==> config.mk <==
export PLATFORM = sky130hd
export DESIGN_NAME = prime_modular_inverse
export DESIGN_NICKNAME = d
export VERILOG_FILES = /design/src/rtl/pmi_pkg.sv /design/src/rtl/pmi_ctrl.sv /design/src/rtl/pmi_datapath.sv /design/src/rtl/prime_modular_inverse.sv
export VERILOG_INCLUDE_DIRS = /design/src /design/src/rtl
export SDC_FILE = /design/constraint.sdc
export NUM_CORES = 1
export LEC_CHECK = 0
export ABC_AREA = 0
export BUFFER_PORTS_ARGS = -buffer_cell sky130_fd_sc_hd__buf_2
export CORE_ASPECT_RATIO = 0.8
export CORE_MARGIN = 10
export CORE_UTILIZATION = 50
export DETAILED_ROUTE_END_ITERATION = 7
export HOLD_SLACK_MARGIN = 0.15
export MAX_ROUTING_LAYER = met4
export PLACE_DENSITY = 0.67
export SLEW_MARGIN = 20
export SYNTH_ARGS = -nofsm -noshare
export SYNTH_HDL_FRONTEND = slang
export SYNTH_SLANG_ARGS = --single-unit
==> constraint.sdc <==
create_clock -name clk -period 5.9 [get_ports clk]
set_input_delay 0.59 -clock clk [delete_from_list [all_inputs] [get_ports clk]]
set_output_delay 0.59 -clock clk [all_outputs]
set_load 0.01 [all_outputs]
==> src/rtl/prime_modular_inverse_assert.svh <==
// assertion macros for the modular inverse block
`ifndef PRIME_MODULAR_INVERSE_ASSERT_SVH
`define PRIME_MODULAR_INVERSE_ASSERT_SVH

// same-cycle implication, sampled on clk, off during reset
`define PMI_ASSERT_NOW(label, ante, cons, msg) \
  label: assert property (@(posedge clk) disable iff (rst) (ante) |-> (cons)) \
    else $error(msg);

// next-cycle implication, sampled on clk, off during reset
`define PMI_ASSERT_NEXT(label, ante, cons, msg) \
  label: assert property (@(posedge clk) disable iff (rst) (ante) |=> (cons)) \
    else $error(msg);

`endif

==> src/rtl/pmi_pkg.sv <==
package pmi_pkg;

  // default operand width and modulus after reset
  localparam int          WORD_BITS_DEF = 30;
  localparam logic [31:0] MODULUS_RESET = 32'd998244353;

  // commands from the controller to the datapath
  typedef struct packed {
    logic load;
    logic shift_up;
    logic sub;
    logic finish;
    logic early_out;
  } pmi_cmd_t;

  // status from the datapath to the controller
  typedef struct packed {
    logic bad_range;
    logic r1_zero;
    logic can_shift;
    logic k_zero;
  } pmi_status_t;

endpackage

==> src/rtl/pmi_ctrl.sv <==
module pmi_ctrl (
  input  logic                clk,
  input  logic                rst,
  input  logic                start,
  input  pmi_pkg::pmi_status_t status,
  output pmi_pkg::pmi_cmd_t    cmd,
  output logic                busy
);
  import pmi_pkg::*;

  typedef enum logic [4:0] {
    S_IDLE  = 5'b00001,
    S_CHECK = 5'b00010,
    S_ALIGN = 5'b00100,
    S_SUB   = 5'b01000,
    S_FIX   = 5'b10000
  } pmi_state_t;

  pmi_state_t state, state_next;

  always_ff @(posedge clk) begin
    if (rst) begin
      state <= S_IDLE;
    end else begin
      state <= state_next;
    end
  end

  always_comb begin
    state_next = state;
    cmd        = '0;
    case (state)
      S_IDLE: begin
        if (start) begin
          cmd.load   = 1'b1;
          state_next = S_CHECK;
        end
      end
      S_CHECK: begin
        if (status.bad_range) begin
          cmd.early_out = 1'b1;
          state_next    = S_IDLE;
        end else begin
          state_next = S_ALIGN;
        end
      end
      S_ALIGN: begin
        if (status.r1_zero) begin
          state_next = S_FIX;
        end else if (status.can_shift) begin
          cmd.shift_up = 1'b1;
        end else begin
          state_next = S_SUB;
        end
      end
      S_SUB: begin
        cmd.sub = 1'b1;
        // last quotient bit: datapath swaps, next euclid step
        if (status.k_zero) begin
          state_next = S_ALIGN;
        end
      end
      S_FIX: begin
        cmd.finish = 1'b1;
        state_next = S_IDLE;
      end
      default: begin
        state_next = S_IDLE;
      end
    endcase
  end

  assign busy = (state != S_IDLE);

endmodule

==> src/rtl/pmi_datapath.sv <==
module pmi_datapath #(
  parameter int WORD_BITS = pmi_pkg::WORD_BITS_DEF
) (
  input  logic                 clk,
  input  logic                 rst,
  input  pmi_pkg::pmi_cmd_t    cmd,
  input  logic [WORD_BITS-1:0] modulus,
  input  logic [WORD_BITS-1:0] value,
  output pmi_pkg::pmi_status_t status,
  output logic                 done,
  output logic [WORD_BITS-1:0] inverse,
  output logic                 out_of_range
);
  import pmi_pkg::*;

  localparam int W  = WORD_BITS;
  localparam int KW = $clog2(W + 1);

  // remainders, shifted divisor, coefficients
  logic        [W-1:0]  mod_q;
  logic        [W-1:0]  r0, r1, d;
  logic signed [W+1:0]  t0, t1, td;
  logic        [KW-1:0] k;

  logic        [W:0]    d_wide;
  logic                 sub_ok;
  logic        [W-1:0]  r0_sub;
  logic signed [W+1:0]  t0_sub;
  logic signed [W+1:0]  t0_fix;

  always_comb begin
    d_wide = {d, 1'b0};
    sub_ok = (d <= r0);
    r0_sub = sub_ok ? (r0 - d) : r0;
    t0_sub = sub_ok ? (t0 - td) : t0;
    t0_fix = t0[W+1] ? (t0 + $signed({2'b00, mod_q})) : t0;
    status.bad_range = (r1 >= mod_q);
    status.r1_zero   = (r1 == '0);
    status.can_shift = (d_wide <= {1'b0, r0});
    status.k_zero    = (k == '0);
  end

  always_ff @(posedge clk) begin
    if (cmd.load) begin
      mod_q <= modulus;
      r0    <= modulus;
      r1    <= value;
      d     <= value;
      t0    <= '0;
      t1    <= {{(W+1){1'b0}}, 1'b1};
      td    <= {{(W+1){1'b0}}, 1'b1};
      k     <= '0;
    end else if (cmd.shift_up) begin
      d  <= d_wide[W-1:0];
      td <= td <<< 1;
      k  <= k + KW'(1);
    end else if (cmd.sub) begin
      if (k == '0) begin
        // step done: (r0, r1) <- (r1, r0 mod r1)
        r0 <= r1;
        r1 <= r0_sub;
        d  <= r0_sub;
        t0 <= t1;
        t1 <= t0_sub;
        td <= t0_sub;
      end else begin
        r0 <= r0_sub;
        t0 <= t0_sub;
        d  <= d >> 1;
        td <= td >>> 1;
        k  <= k - KW'(1);
      end
    end
  end

  always_ff @(posedge clk) begin
    if (cmd.finish) begin
      inverse      <= (r0 == W'(1)) ? t0_fix[W-1:0] : '0;
      out_of_range <= 1'b0;
    end else if (cmd.early_out) begin
      inverse      <= '0;
      out_of_range <= 1'b1;
    end
  end

  always_ff @(posedge clk) begin
    if (rst) begin
      done <= 1'b0;
    end else begin
      done <= cmd.finish | cmd.early_out;
    end
  end

endmodule

==> src/rtl/prime_modular_inverse.sv <==
// Modular inverse of value modulo the programmed modulus, by a shift-and-subtract
// extended Euclid that settles one quotient bit per compare/subtract cycle. An item is
// taken when start is high and busy is low. Its result shows on inverse and out_of_range
// for exactly one cycle with done high. The receiver cannot stall it, so it must be
// captured in that cycle. An operand at or above the modulus is caught in the check
// state, which gives out_of_range and a zero inverse. Otherwise each Euclid step first
// shifts the divisor up one quotient bit at a time until it is aligned, then subtracts
// and shifts it back down bit by bit, and the last subtract swaps the remainders. A new
// item is not taken until the last one is done. Zero, or an operand sharing a factor
// with the modulus, gives a zero inverse. The modulus is written over the cfg channel
// while no item is in flight; busy is low once done shows.
module prime_modular_inverse #(
  parameter int          WORD_BITS     = pmi_pkg::WORD_BITS_DEF,
  parameter logic [31:0] MODULUS_INIT  = pmi_pkg::MODULUS_RESET
) (
  input  logic                 clk,
  input  logic                 rst,
  // item channel
  input  logic                 start,
  output logic                 busy,
  input  logic [WORD_BITS-1:0] value,
  // result, one cycle per item
  output logic                 done,
  output logic [WORD_BITS-1:0] inverse,
  output logic                 out_of_range,
  // modulus write channel
  input  logic                 cfg_valid,
  output logic                 cfg_ready,
  input  logic [WORD_BITS-1:0] cfg_data
);
  import pmi_pkg::*;

  `include "prime_modular_inverse_assert.svh"

  logic [WORD_BITS-1:0] modulus;
  pmi_cmd_t             cmd;
  pmi_status_t          status;

  // modulus register, only low WORD_BITS bits kept
  assign cfg_ready = ~busy;

  always_ff @(posedge clk) begin
    if (rst) begin
      modulus <= MODULUS_INIT[WORD_BITS-1:0];
    end else if (cfg_valid && cfg_ready) begin
      modulus <= cfg_data;
    end
  end

  // sequencer: check range, align, subtract, swap, final sign fix
  pmi_ctrl u_ctrl (
    .clk    (clk),
    .rst    (rst),
    .start  (start),
    .status (status),
    .cmd    (cmd),
    .busy   (busy)
  );

  // remainder and coefficient registers with the compare/subtract step
  pmi_datapath #(
    .WORD_BITS (WORD_BITS)
  ) u_datapath (
    .clk          (clk),
    .rst          (rst),
    .cmd          (cmd),
    .modulus      (modulus),
    .value        (value),
    .status       (status),
    .done         (done),
    .inverse      (inverse),
    .out_of_range (out_of_range)
  );

  // a result only shows once the sequencer is back in idle
  `PMI_ASSERT_NOW(a_done_idle, done, !busy, "result strobe while busy")
  // rejected operand never carries a nonzero inverse
  `PMI_ASSERT_NOW(a_oor_zero, done && out_of_range, inverse == '0, "nonzero inverse out of range")
  // an accepted item always makes the block busy
  `PMI_ASSERT_NEXT(a_start_busy, start && !busy, busy, "accepted item did not start")
  // inverse of a good operand stays below the modulus
  `PMI_ASSERT_NOW(a_inv_below, done && !out_of_range, inverse < modulus, "inverse not reduced")

endmodule
==> run metrics <==
Initial Util=51.16%; leakage=8.673 nW; Root Buffer=clkbuf_16; max_slew headroom=26.68%; status=finished, final reports clean; clk buf depth=3; vias per cell=6.290; layout cell share with drive strength beyond 1=9.425%; critical path's largest stage delay=0.73 ns; Synth async-reset ratio=0%; Critical path buffers and inverters=2; area of the multi-input gates=10870 um^2; clk_skew=0.03598 ns; Final Setup Violations=0; Pre-antenna DRT Iters=6; WL/cell=23.09 um; global placer's final weighted congestion=1.001; ys flop type=edfxtp_1; TritonCTS Sinks=288; hold_buf cts=0; Total Wirelength=64.65 mm; FF/Latch Area=7268 um^2; maxcap violations=0; Synth Area per Inst=8.526 um^2; HP Class=in -> reg; Top Family by Delay on Critical Path=compound AO/OA/AOI/OAI gates; syn_nets=2462; Fillers=3447; CP dominant cell by count=a21oi_1; Reg clk slew, reported paths=0.06 ns; clock buffer count from CTS=34; Crit-path slowest cell=a311oi_4; mapped cell area=19110 um^2; register area share after synthesis=38.02%; Syn Inst Count=2242; Worst Tran Pin Value=1.096 ns; WS Path Type=reg -> reg; initial DRC count=2139; Final Cycle Share=77.83%; maximum vdd drop=195.8 uV; PortBufs=97; nets=2507; crit-path cells=inv_1 -> ha_1 -> fa_1 -> nor2b_1 -> o31ai_1 -> a21o_1 -> a21o_2 -> o21ai_2 -> a311oi_4 -> buf_4 -> a21oi_1 -> a21oi_1 -> nor2_1 -> o21ai_0; fin crit period=4.592 ns; endpoints failing hold=0; vias=17.61k; crit end category=flop; peak fanout along the critical path=25; CTS tree=yes; startpoint types=flop; fin util=56.45%; Seq cells post-synth=288; Area Growth Syn to Fin=10.34%; CP required=6.18 ns; arrival time of the worst setup path=4.87 ns; initial antenna violation count=0; Post-synth EDFFs=150; Post-CTS Setup Bufs=0; Yosys warnings=0; Slew Viols, Final=0; GRT Util Overall=27.81%; H-tree levels=2; post-route setup TNS=0 ns; RSZ-0062 raised after global routing=false; vias in the first global route=16.36k; diode count=0; Max Freq=217.8 MHz; first-pass GRT wire length=98.46 mm; Power Density=308.0 nW/um^2; io pins=98; Largest regs=u_datapath.t0 x32, u_datapath.t1 x32, u_datapath.td x32; Worst-Skew Late Latency=0.56 ns; library cells used by synthesis=86; grt ovf=0; Placement Rows=63; largest net degree at the start of global routing=97; DRC viols=0; die width=238.6 um; antenna viol nets, final=0; Die Area=46500 um^2; post-DP HPWL=48.44 mm; Final Total Pwr=6.496 mW; chip height=194.9 um; CTS resizes=0; core area=37360 um^2
[per-layer routing]
layer | global-route usage (%) | up-vias | share of wire, % | wire [um]
met5 | - | - | 0 | 0
met4 | 6.347 | 0 | 2.2 | 1439
met1 | 42.22 | 8416 | 47 | 30540
met3 | 7.380 | 85 | 13 | 8331
li1 | - | 8200 | - | -
met2 | 35.11 | 912 | 38 | 24350
[synth_stat cells, drive strengths merged (11+ instances only)]
| cell type | instances | share of area [%] |
|---|---|---|
| a211oi | 22 | 0.89 |
| a21o | 65 | 2.6 |
| a21oi | 194 | 5.2 |
| a22oi | 26 | 1.0 |
| a31oi | 19 | 0.62 |
| buf | 33 | 0.98 |
| clkbuf | 77 | 1.5 |
| dfxtp | 138 | 14 |
| edfxtp | 150 | 24 |
| ha | 152 | 9.9 |
| inv | 146 | 2.9 |
| mux2i | 57 | 3.0 |
| nand2 | 283 | 5.6 |
| nand3 | 46 | 1.2 |
| nand3b | 14 | 0.55 |
| nand4 | 24 | 0.79 |
| nor2 | 206 | 4.1 |
| nor3 | 26 | 0.68 |
| nor4 | 18 | 0.59 |
| o211ai | 16 | 0.65 |
| o21a | 23 | 0.90 |
| o21ai | 243 | 6.4 |
| o21bai | 11 | 0.43 |
| o221ai | 19 | 0.87 |
| xnor2 | 55 | 2.5 |
| xor2 | 25 | 1.1 |
[cell type report]
| type | instances | share of cell area, % |
|---|---|---|
| Inverter | 148 | 2.640 |
| Tap cell | 487 | 2.889 |
| Sequential cell | 288 | 34.46 |
| Clock inverter | 19 | 0.8364 |
| Multi-Input combinational cell | 1696 | 51.53 |
| Timing Repair Buffer | 119 | 3.144 |
| Clock buffer | 43 | 4.503 |
[cell usage in the layout, fill, tap and decap left out, types with 7 or more instances in the layout]
cell type  instances
a211oi_1          21
a21o_1            64
a21oi_1          188
a22oi_1           26
a31oi_1           19
buf_2             97
buf_4             21
clkbuf_16         35
clkinv_2           7
dfxtp_1          137
edfxtp_1         150
ha_1             152
inv_1            145
mux2i_1           57
nand2_1          279
nand2b_1          10
nand3_1           46
nand3b_1          14
nand4_1           24
nor2_1           202
nor2b_1           10
nor3_1            26
nor4_1            18
o211ai_1          15
o21a_1            23
o21ai_0          215
o21ai_1           25
o21bai_1          11
o221ai_1          19
o22ai_1            7
o31ai_1            7
xnor2_1           55
xor2_1            25
[power by group]
part | internal, mW | switching [mW]
Combinational | 0.658 | 1.21
Sequential | 2.32 | 0.187
Clock | 1.20 | 0.923
[kinds of logic (layout without fill, tap and decap cells)]
family,after synthesis,in the layout,share of synthesized area (%)
XOR/XNOR,80,80,3.666
adder cells (fa/ha/maj),156,156,10.37
AO/OA/AOI/OAI,727,727,24.02
multiplexers,59,59,3.103
AND/OR/NAND/NOR,674,674,15.43
flip-flops,288,288,38.02
buffers and inverters,258,329,5.394
[per-stage QoR]
step | instances | hold slack [ns] | setup slack (ns) | cell area [um^2]
2_1_floorplan | 2242 | 0.4159 | 2.346 | 19110
3_3_place_gp | 2738 | 0.4234 | 1.663 | 19960
3_5_place_dp | 2738 | 0.4349 | 1.594 | 19960
4_1_cts | 2800 | 0.2337 | 1.542 | 21090
5_1_grt | 2800 | 0.2656 | 1.237 | 21090
6_report | 2800 | 0.2461 | 1.308 | 21090
[path summary, 6_finish.rpt]
check | slack, ns | endpoint | start | cells past startpoint
setup / recovery | 1.31 | u_datapath.r0[24]$_DFFE_PP_ | u_datapath.r0[0]$_DFFE_PP_ | 14
hold / removal | 0.25 | modulus[28]$_SDFFE_PP1P_ | cfg_data[28] | 3
setup reg to reg | 1.31 | u_datapath.r0[24]$_DFFE_PP_ | u_datapath.r0[0]$_DFFE_PP_ | 14
hold reg to reg | 0.45 | u_datapath.t1[19]$_SDFFE_PP0P_ | u_datapath.t1[19]$_SDFFE_PP0P_ | 2
[tightest hold or removal path, delay by kind of cell]
family                 cells  cell delay, ns
and+or+nand+nor            2            0.11
buffers and inverters      1            0.07
No activity file was read; power rests on OpenSTA's default activity.
